===== src/rtl/core/opx_pkg.sv =====
// Package for the one-bit bitmap pixel expander.
// Holds store sizing, field and register types, and the codes used across the modules.
// Depends on nothing.
`default_nettype none
package opx_pkg;

    localparam int unsigned STORE_BYTES = 8192;
    localparam int unsigned MAX_WIDTH   = 512;
    localparam int unsigned ADDR_W      = $clog2(STORE_BYTES);

    // Widest row base plus column index, fixed by the coordinate and width field widths.
    localparam int unsigned SUM_W       = 18;
    localparam int unsigned CFG_DATA_W  = 10;
    localparam int unsigned CFG_INDEX_W = 3;

    localparam logic FUNC_WRITE = 1'b0;
    localparam logic FUNC_QUERY = 1'b1;

    localparam logic [1:0] LAYOUT_RASTER_MSB = 2'd0;
    localparam logic [1:0] LAYOUT_RASTER_LSB = 2'd1;
    localparam logic [1:0] LAYOUT_SCREEN     = 2'd2;

    typedef enum logic [CFG_INDEX_W-1:0] {
        CFG_IMAGE_WIDTH   = 3'd0,
        CFG_IMAGE_HEIGHT  = 3'd1,
        CFG_PIXEL_DOUBLE  = 3'd2,
        CFG_SOURCE_LAYOUT = 3'd3,
        CFG_FG_COLOUR     = 3'd4,
        CFG_BG_COLOUR     = 3'd5
    } t_cfg_idx;

    typedef struct packed {
        logic        func;
        logic [12:0] byte_address;
        logic [7:0]  byte_value;
        logic [8:0]  pixel_x;
        logic [8:0]  pixel_y;
    } t_in_item;

    typedef struct packed {
        logic [7:0] colour;
        logic       bit_set;
        logic       out_of_range;
    } t_out_item;

    typedef struct packed {
        logic [9:0] image_width;
        logic [9:0] image_height;
        logic       pixel_doubling;
        logic [1:0] source_layout;
        logic [7:0] foreground_colour;
        logic [7:0] background_colour;
    } t_cfg;

    // Request after address generation: the final address is base plus col.
    typedef struct packed {
        logic             func;
        logic [SUM_W-1:0] base;
        logic [5:0]       col;
        logic [2:0]       bit_pos;
        logic             coord_oor;
        logic [7:0]       value;
    } t_s1;

    typedef struct packed {
        logic              we;
        logic              re;
        logic [ADDR_W-1:0] addr;
        logic [7:0]        wdata;
    } t_mem_req;

endpackage
`default_nettype wire


===== src/rtl/core/opx_addr.sv =====
// Address generator: turns a request into a row base, column byte and bit position.
// Depends on opx_pkg for the request, configuration and stage types.
`default_nettype none
module opx_addr
    import opx_pkg::*;
(
    input  wire t_in_item i_item,
    input  wire t_cfg     i_cfg,
    output t_s1           o_s1
);

    logic [9:0]  eff_width;
    logic [10:0] width_sum;
    logic [7:0]  per_row;
    logic [8:0]  sx;
    logic [8:0]  sy;
    logic [16:0] raster_base;
    logic [13:0] screen_base;
    logic        coord_oor;

    always_comb begin
        eff_width = (32'(i_cfg.image_width) > MAX_WIDTH) ? 10'(MAX_WIDTH)
                                                         : i_cfg.image_width;
        coord_oor = ({1'b0, i_item.pixel_x} >= eff_width) ||
                    ({1'b0, i_item.pixel_y} >= i_cfg.image_height);

        sx = i_cfg.pixel_doubling ? {1'b0, i_item.pixel_x[8:1]} : i_item.pixel_x;
        sy = i_cfg.pixel_doubling ? {1'b0, i_item.pixel_y[8:1]} : i_item.pixel_y;

        // Bytes per source row, rounded up for plain rows; a doubled row covers sixteen output pixels.
        if (i_cfg.pixel_doubling) begin
            width_sum = 11'(eff_width) + 11'd14;
            per_row   = 8'(width_sum >> 4);
        end else begin
            width_sum = 11'(eff_width) + 11'd7;
            per_row   = 8'(width_sum >> 3);
        end
        raster_base = 17'(sy) * 17'(per_row);

        // Screen order interleaves the row bits: line in cell, cell row, then third.
        screen_base = {sy[8:6], sy[2:0], sy[5:3], 5'b0};

        o_s1.func      = i_item.func;
        o_s1.value     = i_item.byte_value;
        o_s1.coord_oor = coord_oor;
        o_s1.bit_pos   = (i_cfg.source_layout == LAYOUT_RASTER_LSB) ? sx[2:0] : ~sx[2:0];
        if (i_item.func == FUNC_WRITE) begin
            o_s1.base = SUM_W'(i_item.byte_address);
            o_s1.col  = 6'd0;
        end else begin
            o_s1.base = (i_cfg.source_layout == LAYOUT_SCREEN) ? SUM_W'(screen_base)
                                                               : SUM_W'(raster_base);
            o_s1.col  = sx[8:3];
        end
    end

endmodule
`default_nettype wire


===== config.mk =====
export PLATFORM = sky130hd
export DESIGN_NAME = opx_addr
export DESIGN_NICKNAME = d
export VERILOG_FILES = /design/src/rtl/core/opx_pkg.sv /design/src/rtl/core/opx_addr.sv
export SDC_FILE = /design/constraint.sdc
export NUM_CORES = 1
export LEC_CHECK = 0
export CAP_MARGIN = 20
export CORE_MARGIN = 5
export CORE_UTILIZATION = 65
export DETAILED_ROUTE_END_ITERATION = 10
export DONT_BUFFER_PORTS = 1
export PLACE_DENSITY = 0.89
export SYNTH_ARGS = -nofsm -noshare
export SYNTH_HDL_FRONTEND = slang
export SYNTH_SLANG_ARGS = --single-unit

===== constraint.sdc =====
create_clock -name vclk -period 8.68
set_clock_uncertainty 0.2 [all_clocks]
set_input_delay 1.302 -clock vclk [all_inputs]
set_output_delay 1.302 -clock vclk [all_outputs]
set_load 0.1 [all_outputs]

**Word level (Yosys, flattened, before mapping)**

Cells that the tools add are included.

- Add/sub/neg operators: 2
- Reductions and logical operators: 1
- Eq/ne operators: 2
- Bitwise operators: 1
- Order comparisons: 3
- Multipliers: 1
- Multiplexer cells: 7

Operators with widths:

| kind | count |
|---|---|
| 23-bit 2-to-1 mux | 1 |
| 9-bit by 10-bit >= comparator with 1-bit output | 2 |
| 9-bit 2-to-1 mux | 2 |
| 9-bit by 8-bit multiplier with 17-bit output | 1 |
| 17-bit 2-to-1 mux | 1 |
| 10-bit by 3-bit adder with 11-bit output (second input constant) | 1 |
| 10-bit by 4-bit adder with 11-bit output (second input constant) | 1 |
| 10-bit greater-than comparator (second input constant) | 1 |
| 10-bit 2-to-1 mux | 1 |
| 8-bit 2-to-1 mux | 1 |
| 3-bit 2-to-1 mux | 1 |
| 3-bit inverter | 1 |
| 2-bit by 1-bit == test with 1-bit output (second input constant) | 1 |
| 2-bit == test (second input constant) | 1 |
| 1-bit logical OR | 1 |

- Register bits: 0
- Output and inout bits: 37
- Word-level logic and storage cells: 17
- Input bits: 79

**Longest topological paths before layout**

- Depth after elaboration: 7
- Mapped depth: 20
- Depth with buffers taken out: 19

**Least setup slack after synthesis**

Ideal clock, no wire load.

- Path type: in2out
- Start point: input port i_cfg[29] in the netlist's numbering
- End point: output port o_s1[30] in the netlist's numbering
- Path buffers: 0
- Arrival time: 8.193 ns
- Slack: -1.015 ns
- Data required time: 7.178 ns
- Stages on the path: 18
- Path through: o31ai_1 -> nor3b_2 -> xnor2_1 -> o31a_1 -> or2_2 -> fa_1 -> fa_1 -> inv_1 -> fa_1 -> inv_1 -> fa_1 -> inv_1 -> ha_1 -> a21oi_1 -> o21ai_1 -> o311a_1 -> o21a_1 -> o31ai_1

RTL lines:

| item | RTL line | text |
|---|---|---|
| start: declaration | opx_addr.sv:8 | `input wire t_cfg i_cfg,` |
| end: declaration | opx_addr.sv:9 | `output t_s1 o_s1` |

==> metrics <==
status=finished clean; GP Congestion=0.8981; Non-Filler Instances=535; initial antenna violation count=0; row count=27; I/O Buffers=0; Synth warnings=0; Global Route met2 Usage=41.74%; Mean Syn Cell Area=7.928 um^2; GR met1 Demand/Resource=34.11%; Max-Cap Viols=0; critical path launch point=i_cfg[34]; Crit path arrival time=6.84 ns; Most Crowded Layer GR=met2; Routed WL=8.736 mm; Layout fillers=408; Max VDD drop=0.2961 mV; Crit Path Class=in2out; via-per-instance ratio=6.112; Min Clock Period, post-route=8.344 ns; Synth Cell Area=3655 um^2; share of cells above drive strength 1=12.53%; largest net degree at the start of global routing=34; fin area=3889 um^2; HPWL after DPL=7.503 mm; WHS Path Cells=0; number of global-route vias before repair=3299; Pleak=1.966 nW; Post-DP Area=3889 um^2; Hold WS=2.404 ns; FFs & Latches=0; placed instance count=535; fmax=119.8 MHz; Final ANT Viol Nets=0; n_diodes=0; met3 global-route usage=3.786%; hold_buf cts=0; die area=7222 um^2; Detailed Routing Iterations Pass 1=5; Pwr Density=163.6 nW/um^2; end-of-flow core utilization=71.06%; DRT iter0 DRCs=268; DR vias=3270; die width=84.99 um; synth unique cells=63; final setup TNS=0 ns; gr ovfl total=0; post-CTS setup buffers=0; commonest non-fill, non-tap cell in the layout=inv_1; top cell type's share of synthesized area=23.01%; worst-path fanout max=8; die height=84.99 um; Cells after Synth=461; Nets=641; fin. max-slew vios=0; Final Hold Vio Count=0; core area=5473 um^2; mean routed wirelength per cell=16.33 um; Initial Util=66.78%; period utilisation layout=96.13%; most frequent cells in the layout=inv_1 (77), ha_1 (55), nor2_1 (52), fa_1 (42), o21ai_0 (17); residual DRC count=0; Seq/Total Area, Yosys=0%; CP Launch Type=primary input; critical path required time=7.18 ns; IO Pins=116; # setup viols final=0; CLK BUF=0; Worst-Margin Slew=1.122 ns; Seq. cell area=0 um^2; RSZ-0062 raised after global routing=false; top cell type by total area after synthesis=fa_1; hold_sp=i_item[21]; post-cts resize count=0; main area contributors after synthesis=fa_1 (23%), ha_1 (19%), inv_1 (7.9%); Tot GR Track Use=24.52%; synthesis-to-layout area growth=6.402%; first-pass GRT wire length=15.12 mm; Rel. slew slack=25.19%; CP endpoint kind=output pin; WHS Endpoint=o_s1[3]; hold crit path type=in2out
metrics by stage:
stage / total power, W / setup slack [ns]
floorplan: 0.0005346 / -0.1479
global placement: 0.0006120 / 0.4589
detailed placement: 0.0006285 / 0.4063
CTS: 0.0006335 / 0.3852
global route: 0.0006982 / 0.01856
finish: 0.0006363 / 0.3358
synthesized netlist by cell type (4+ instances only):
cell type	count
nand2_1	13
xnor2_1	10
o211ai_1	4
nor3_1	4
a21oi_1	16
clkbuf_1	6
a21o_1	6
mux2i_1	16
and2_1	6
fa_1	42
or2_2	6
nor2b_1	11
inv_1	77
nor2_1	54
a211oi_1	4
buf_2	5
buf_4	11
ha_1	55
nand3_1	7
o21ai_0	22
nand2b_1	13
or2_1	5
xor2_1	10
critical path: stages:
cell,delay (ns)
or4_4,0.53
o41ai_4,0.35
nand2_2,0.10
o32a_2,0.28
or2_1,0.26
fa_1,0.47
fa_1,0.50
inv_1,0.07
fa_1,0.53
inv_1,0.06
fa_1,0.53
inv_1,0.04
ha_1,0.32
a21oi_1,0.14
o21ai_1,0.19
o311ai_0,0.52
nand3_1,0.17
a21oi_2,0.16
buf_4,0.31
per-layer routing:
layer,vias to the layer above,part of all wire [%]
met5,-,0
met4,0,1.0
met3,15,11
met2,172,47
met1,1553,41
li1,1530,-
final cells by class:
class / instances / area [um^2] / share of cell area (%)
multi-input combinational: 369 / 3369 / 86.65
tap: 72 / 90.09 / 2.317
timing repair buffer: 17 / 140.1 / 3.604
inverter: 77 / 289.0 / 7.432
cells by family after synthesis:
logic type                 after synthesis  synth area share [%]
buffers and inverters                  100                 11.57
muxes                                   18                 5.067
adders and majority gates               97                 41.84
AOI/OAI and AO/OA                       84                 16.71
and+or+nand+nor                        140                 19.82
xor gates and xnor gates                20                 4.793
other                                    2                0.2055
how the worst max path moves through the flow:
stage	end	slack (ns)	depth (start not counted)
final	o_s1[32]	0.34	19
after CTS	o_s1[34]	0.39	19
after global routing	o_s1[32]	0.02	19
after floorplan	o_s1[30]	-0.15	18
after global placement	o_s1[34]	0.46	19
after detailed placement	o_s1[34]	0.41	19
report_power, final:
part           switching [W]  internal (W)
clock network              0             0
registers                  0             0
logic               0.000436      0.000200
total               0.000436      0.000200
Note: power is estimated with default switching activity, not from simulation.
