$ cat config.mk
export PLATFORM = sky130hd
export DESIGN_NAME = opx_cfg
export DESIGN_NICKNAME = d
export VERILOG_FILES = /design/src/rtl/core/opx_pkg.sv /design/src/rtl/core/opx_cfg.sv
export SDC_FILE = /design/constraint.sdc
export NUM_CORES = 1
export LEC_CHECK = 0
export ABC_AREA = 1
export BUFFER_PORTS_ARGS = -buffer_cell sky130_fd_sc_hd__buf_2
export CAP_MARGIN = 10
export CORE_ASPECT_RATIO = 0.8
export CORE_MARGIN = 2
export CORE_UTILIZATION = 51
export CTS_BUF_LIST = sky130_fd_sc_hd__clkbuf_8
export DETAILED_ROUTE_END_ITERATION = 6
export GPL_TIMING_DRIVEN = 0
export PLACE_DENSITY_LB_ADDON = 0.25
export SLEW_MARGIN = 20
export SYNTH_ARGS = -nofsm -noshare
export SYNTH_HDL_FRONTEND = slang
export SYNTH_SLANG_ARGS = --single-unit
$ cat constraint.sdc
create_clock -name i_clk -period 1.3 [get_ports i_clk]
set_clock_uncertainty 0.15 [all_clocks]
set_input_delay 0.26 -clock i_clk [delete_from_list [all_inputs] [get_ports i_clk]]
set_output_delay 0.26 -clock i_clk [all_outputs]
set_load 0.1 [all_outputs]
$ cat src/rtl/core/opx_pkg.sv
// Package for the one-bit bitmap pixel expander.
// Holds store sizing, field and register types, and the codes used across the modules.
// Depends on nothing.
`default_nettype none
package opx_pkg;

    localparam int unsigned STORE_BYTES = 8192;
    localparam int unsigned MAX_WIDTH   = 512;
    localparam int unsigned ADDR_W      = $clog2(STORE_BYTES);

    // Widest row base plus column index, fixed by the coordinate and width field widths.
    localparam int unsigned SUM_W       = 18;
    localparam int unsigned CFG_DATA_W  = 10;
    localparam int unsigned CFG_INDEX_W = 3;

    localparam logic FUNC_WRITE = 1'b0;
    localparam logic FUNC_QUERY = 1'b1;

    localparam logic [1:0] LAYOUT_RASTER_MSB = 2'd0;
    localparam logic [1:0] LAYOUT_RASTER_LSB = 2'd1;
    localparam logic [1:0] LAYOUT_SCREEN     = 2'd2;

    typedef enum logic [CFG_INDEX_W-1:0] {
        CFG_IMAGE_WIDTH   = 3'd0,
        CFG_IMAGE_HEIGHT  = 3'd1,
        CFG_PIXEL_DOUBLE  = 3'd2,
        CFG_SOURCE_LAYOUT = 3'd3,
        CFG_FG_COLOUR     = 3'd4,
        CFG_BG_COLOUR     = 3'd5
    } t_cfg_idx;

    typedef struct packed {
        logic        func;
        logic [12:0] byte_address;
        logic [7:0]  byte_value;
        logic [8:0]  pixel_x;
        logic [8:0]  pixel_y;
    } t_in_item;

    typedef struct packed {
        logic [7:0] colour;
        logic       bit_set;
        logic       out_of_range;
    } t_out_item;

    typedef struct packed {
        logic [9:0] image_width;
        logic [9:0] image_height;
        logic       pixel_doubling;
        logic [1:0] source_layout;
        logic [7:0] foreground_colour;
        logic [7:0] background_colour;
    } t_cfg;

    // Request after address generation: the final address is base plus col.
    typedef struct packed {
        logic             func;
        logic [SUM_W-1:0] base;
        logic [5:0]       col;
        logic [2:0]       bit_pos;
        logic             coord_oor;
        logic [7:0]       value;
    } t_s1;

    typedef struct packed {
        logic              we;
        logic              re;
        logic [ADDR_W-1:0] addr;
        logic [7:0]        wdata;
    } t_mem_req;

endpackage
`default_nettype wire

$ cat src/rtl/core/opx_cfg.sv
// Configuration register file of the pixel expander.
// Depends on opx_pkg for the register index codes and the t_cfg struct.
`default_nettype none
module opx_cfg
    import opx_pkg::*;
(
    input  wire logic                   i_clk,
    input  wire logic                   i_rst_n,
    input  wire logic                   i_cfg_we,
    input  wire logic [CFG_INDEX_W-1:0] i_cfg_index,
    input  wire logic [CFG_DATA_W-1:0]  i_cfg_data,
    output t_cfg                        o_cfg
);

    t_cfg r_cfg;

    always_ff @(posedge i_clk) begin
        if (!i_rst_n) begin
            r_cfg.image_width       <= 10'd256;
            r_cfg.image_height      <= 10'd192;
            r_cfg.pixel_doubling    <= 1'b0;
            r_cfg.source_layout     <= LAYOUT_RASTER_MSB;
            r_cfg.foreground_colour <= 8'd0;
            r_cfg.background_colour <= 8'd7;
        end else if (i_cfg_we) begin
            unique case (t_cfg_idx'(i_cfg_index))
                CFG_IMAGE_WIDTH:   r_cfg.image_width       <= i_cfg_data;
                CFG_IMAGE_HEIGHT:  r_cfg.image_height      <= i_cfg_data;
                CFG_PIXEL_DOUBLE:  r_cfg.pixel_doubling    <= i_cfg_data[0];
                CFG_SOURCE_LAYOUT: r_cfg.source_layout     <= i_cfg_data[1:0];
                CFG_FG_COLOUR:     r_cfg.foreground_colour <= i_cfg_data[7:0];
                CFG_BG_COLOUR:     r_cfg.background_colour <= i_cfg_data[7:0];
                default: ;
            endcase
        end
    end

    assign o_cfg = r_cfg;

endmodule
`default_nettype wire

# After elaboration in Yosys (flattened, before gate mapping)
# Index checks and enable logic that the tools add are counted.
classes:
  n_eq_ne: 5
  n_reduce_logical: 7
  n_lt_le_gt_ge: 0
  n_mux: 0
  div_mod_pow: 0
  add_sub_neg: 0
  shift: 0
  bitwise_logic: 0
  n_mul: 0
op_table:
  columns: ["cell", "n"]
  rows:
  - ["AND reduction 2 bit", 6]
  - ["equality test 3 x 2 -> 1 bit (second input constant)", 2]
  - ["equality test 3 bit (second input constant)", 2]
  - ["equality test 3 x 1 -> 1 bit (second input constant)", 1]
  - ["zero test 3 bit", 1]
word_totals:
  regBits: 39
  out_inout_bits: 39
  ramBits: 0
  n_memories: 0
  inputBits: 16
  word_cells: 18
  latchBits: 0
  romBits: 0

# Depth between registers and ports, before layout
logic_depth:
  depth_word: 2
  mapped_depth: 6
  mapped_depth_nobuf: 5

# Worst setup path before layout
# OpenSTA, ideal clock, no wires.
synth_path:
  kind: "register to register"
  start: "reg o_cfg[10] (netlist name)"
  end: "reg r_cfg (netlist bit o_cfg[10])"
  n_path_buf: 0
  setup_time_ns: 0.065
  period_less_slack_ns: 1.357
  stages_incl_launch_ff: 3
  t_required_ns: 1.085
  arrival_time_ns: 1.142
  slack_ns: -0.057
  cell_sequence: "dfxtp_1 nor2_1 nor2_1"
synth_lines:
  columns: ["element", "line_no", "rtl"]
  rows:
  - ["end, declared", "opx_cfg.sv:15", "t_cfg r_cfg;"]

# Final worst setup path
layout_path:
  start: "reg r_cfg (netlist bit o_cfg[27])"
  end: "out o_cfg[27] in the netlist's numbering"
layout_lines:
  columns: ["element", "line_no", "rtl"]
  rows:
  - ["end, declared", "opx_cfg.sv:12", "output t_cfg o_cfg"]
# No word-level cell between the ends.

==> impl_metrics.tcl <==
set metrics [dict create \
    drcViolationCount 0 \
    synth_top_area_cell "dfxtp_1" \
    fin_cells 332 \
    synthCells 231 \
    floorplan.initialDensity_pct 53.1 \
    hold_class "in -> reg" \
    powerDensity_mw_per_mm2 1190 \
    cp_top_family "flip-flops" \
    fin_nets 307 \
    ir_worst_vdd_mv 1.00 \
    ant_nets 0 \
    yosysSeqAreaShare_pct 48.0 \
    rsz0062_at_grt "no" \
    leakagePower_uw 0.00111 \
    syn_area_per_cell_um2 7.04 \
    synthSimpleGateAreaFrac_pct 44.1 \
    fillerInstances 241 \
    synth_xor_area_share_pct 0 \
    drv_cap 0 \
    routedWlPerCell_um 12.2 \
    dp_cells 324 \
    slew_viol_final 0 \
    max_stage_delay_ns 0.35 \
    vias_per_cell 4.91 \
    slew_headroom_pct 70.3 \
    die_w_um 67.1 \
    cp-start-kind "register" \
    cts_buffer_depth 2 \
    yosys_register_bits 39 \
    status "finished, final reports clean" \
    grt_pass1_vias 1515 \
    clock.fmax_mhz 788 \
    worstPathMaxFanout 2 \
    worstPathCellList "buf_6" \
    htreeDepth 2 \
    setup-violations-final 0 \
    synth.area.mux_share_pct 0 \
    grt_start_max_net_pins 12 \
    drtIter0Drc 108 \
    synth-compound-area-share_pct 0.308 \
    synth_top_cell_area_share_pct 48.0 \
    synth_top_family_by_area "simple AND/OR/NAND/NOR gates" \
    cts_root_buf "clkbuf_8" \
    antenna_found_initial 0 \
    synth_nets 247 \
    dieArea_mm2 0.00366 \
    largest_reg_flops 39 \
    worstPathArrival_ns 0.86 \
    place_congestion 0.921 \
    numCtsBuffers 5 \
    critPathSlowestCell "dfxtp_2" \
    period_minus_slack_ns 1.27 \
    critPathKind "reg -> out" \
    worstSkewPairLatency_ns 0.28 \
    ioPinCount 55 \
    fp.dieH_um 54.5 \
    hold_viol_final 0 \
    areaGrowthSynthToFinish_pct 43.6 \
    synthAdderAreaFrac_pct 0 \
    grt_overflow 0 \
    path_buf_inv 1 \
    insertedDiodeCount 0 \
    grt_pass1_wl_mm 6.57 \
    wirelength_mm 4.05 \
    whs_ns 0.0388 \
    setup_ws_ns 0.0310 \
    post-dp-hpwl_mm 2.86 \
    cts_tree "yes" \
    netlist_top_cells_area "dfxtp_1, nor2_1, nand3_1, nand2_1, inv_1" \
    cts.clk_slew.worst_paths_ns 0.07 \
    layout-drive-gt1-share_pct 39.4 \
    coreArea_mm2 0.00306 \
    syn_area_mm2 0.00163 \
    dr.pass1.iters 4 \
    post_cts_buffers 0 \
    yosys_warnings 0 \
    vias 1629 \
    grtUsageTotal_pct 24.8 \
    timing.final.crit_share_pct 97.6 \
    cts_sinks 39 \
    tightest_slew_ns 0.446 \
    ys_types 15 \
    crit_required_ns 0.89 \
    critPathCaptureType "output pin" \
    row_count 18 \
    port-buffer-count 53 \
    place_ws_ns -0.0540 \
    tns_ns 0 \
]
==> cells in the mapped netlist <==
| cell type | number |
|---|---|
| clkbuf_1 | 2 |
| buf_2 | 3 |
| inv_1 | 15 |
| nand3_1 | 39 |
| nand2_2 | 1 |
| nor2_1 | 67 |
| buf_4 | 2 |
| clkbuf_8 | 1 |
| a21oi_1 | 1 |
| inv_2 | 1 |
| nand2_1 | 52 |
| buf_6 | 1 |
| nor2_2 | 2 |
| dfxtp_1 | 39 |
| nor2_4 | 5 |
==> layer usage <==
metal	share of wire, %	vias to the layer above	global-route usage, %
met4	1.0	0	8.50
li1	-	832	-
met5	0	-	0
met2	45	60	39.8
met3	8.1	5	7.20
met1	46	732	32.2
==> layout by cell type (no fill, tap or decap), drive strengths merged <==
cell type	n
buf	59
nand3	39
inv	17
a21oi	1
clkbuf	10
nor2	74
nand2	53
dfxtp	39
==> path summary, 6_finish.rpt <==
check / slack, ns / depth (start not counted) / from / to
worst min register to register: 0.32 / 2 / o_cfg[2] / o_cfg[2]
worst min-delay path: 0.04 / 3 / i_cfg_data[7] / o_cfg[26]
worst max register to register: 0.54 / 2 / o_cfg[32] / o_cfg[32]
worst max-delay path: 0.03 / 1 / o_cfg[27] / o_cfg[27]
==> kinds of logic (layout without fill, tap and decap cells) <==
family                 Yosys count  in the layout
buffers and inverters           25             86
flip-flops                      39             39
AO/OA/AOI/OAI                    1              1
AND/OR/NAND/NOR                166            166
==> layout make-up <==
class                           instances  area (um2)  area share [%]
Buffer                                  9        62.6            2.68
Multi-Input combinational cell        167         722            30.9
Clock buffer                            7        96.3            4.13
Sequential cell                        39         830            35.5
Inverter                               16        60.1            2.57
Timing Repair Buffer                   53         509            21.8
Tap cell                               40        50.0            2.14
Clock inverter                          1        3.75           0.161
==> per-stage QoR <==
stage | instance area, um2 | power, uW | utilization [%]
after floorplan | 1670 | 1770 | -
after global placement | 1990 | 1870 | 65.0
after detailed placement | 1990 | 1880 | 65.0
after CTS | 2330 | 2810 | 76.2
after global routing | 2330 | 2910 | 76.2
final | 2330 | 2790 | 76.2
==> what timing repair did <==
action	4_1_cts	5_1_grt
gates resized for setup	78	0
setup endpoints to repair	39	0
hold buffers	0	0
==> where the power goes <==
part	leakage, uW	internal, uW	switching (uW)
clock network	0.0000557	476	391
logic	0.000721	164	481
registers	0.000330	1240	29.2
total	0.00111	1880	901
Note: power is estimated with default switching activity, not from simulation.
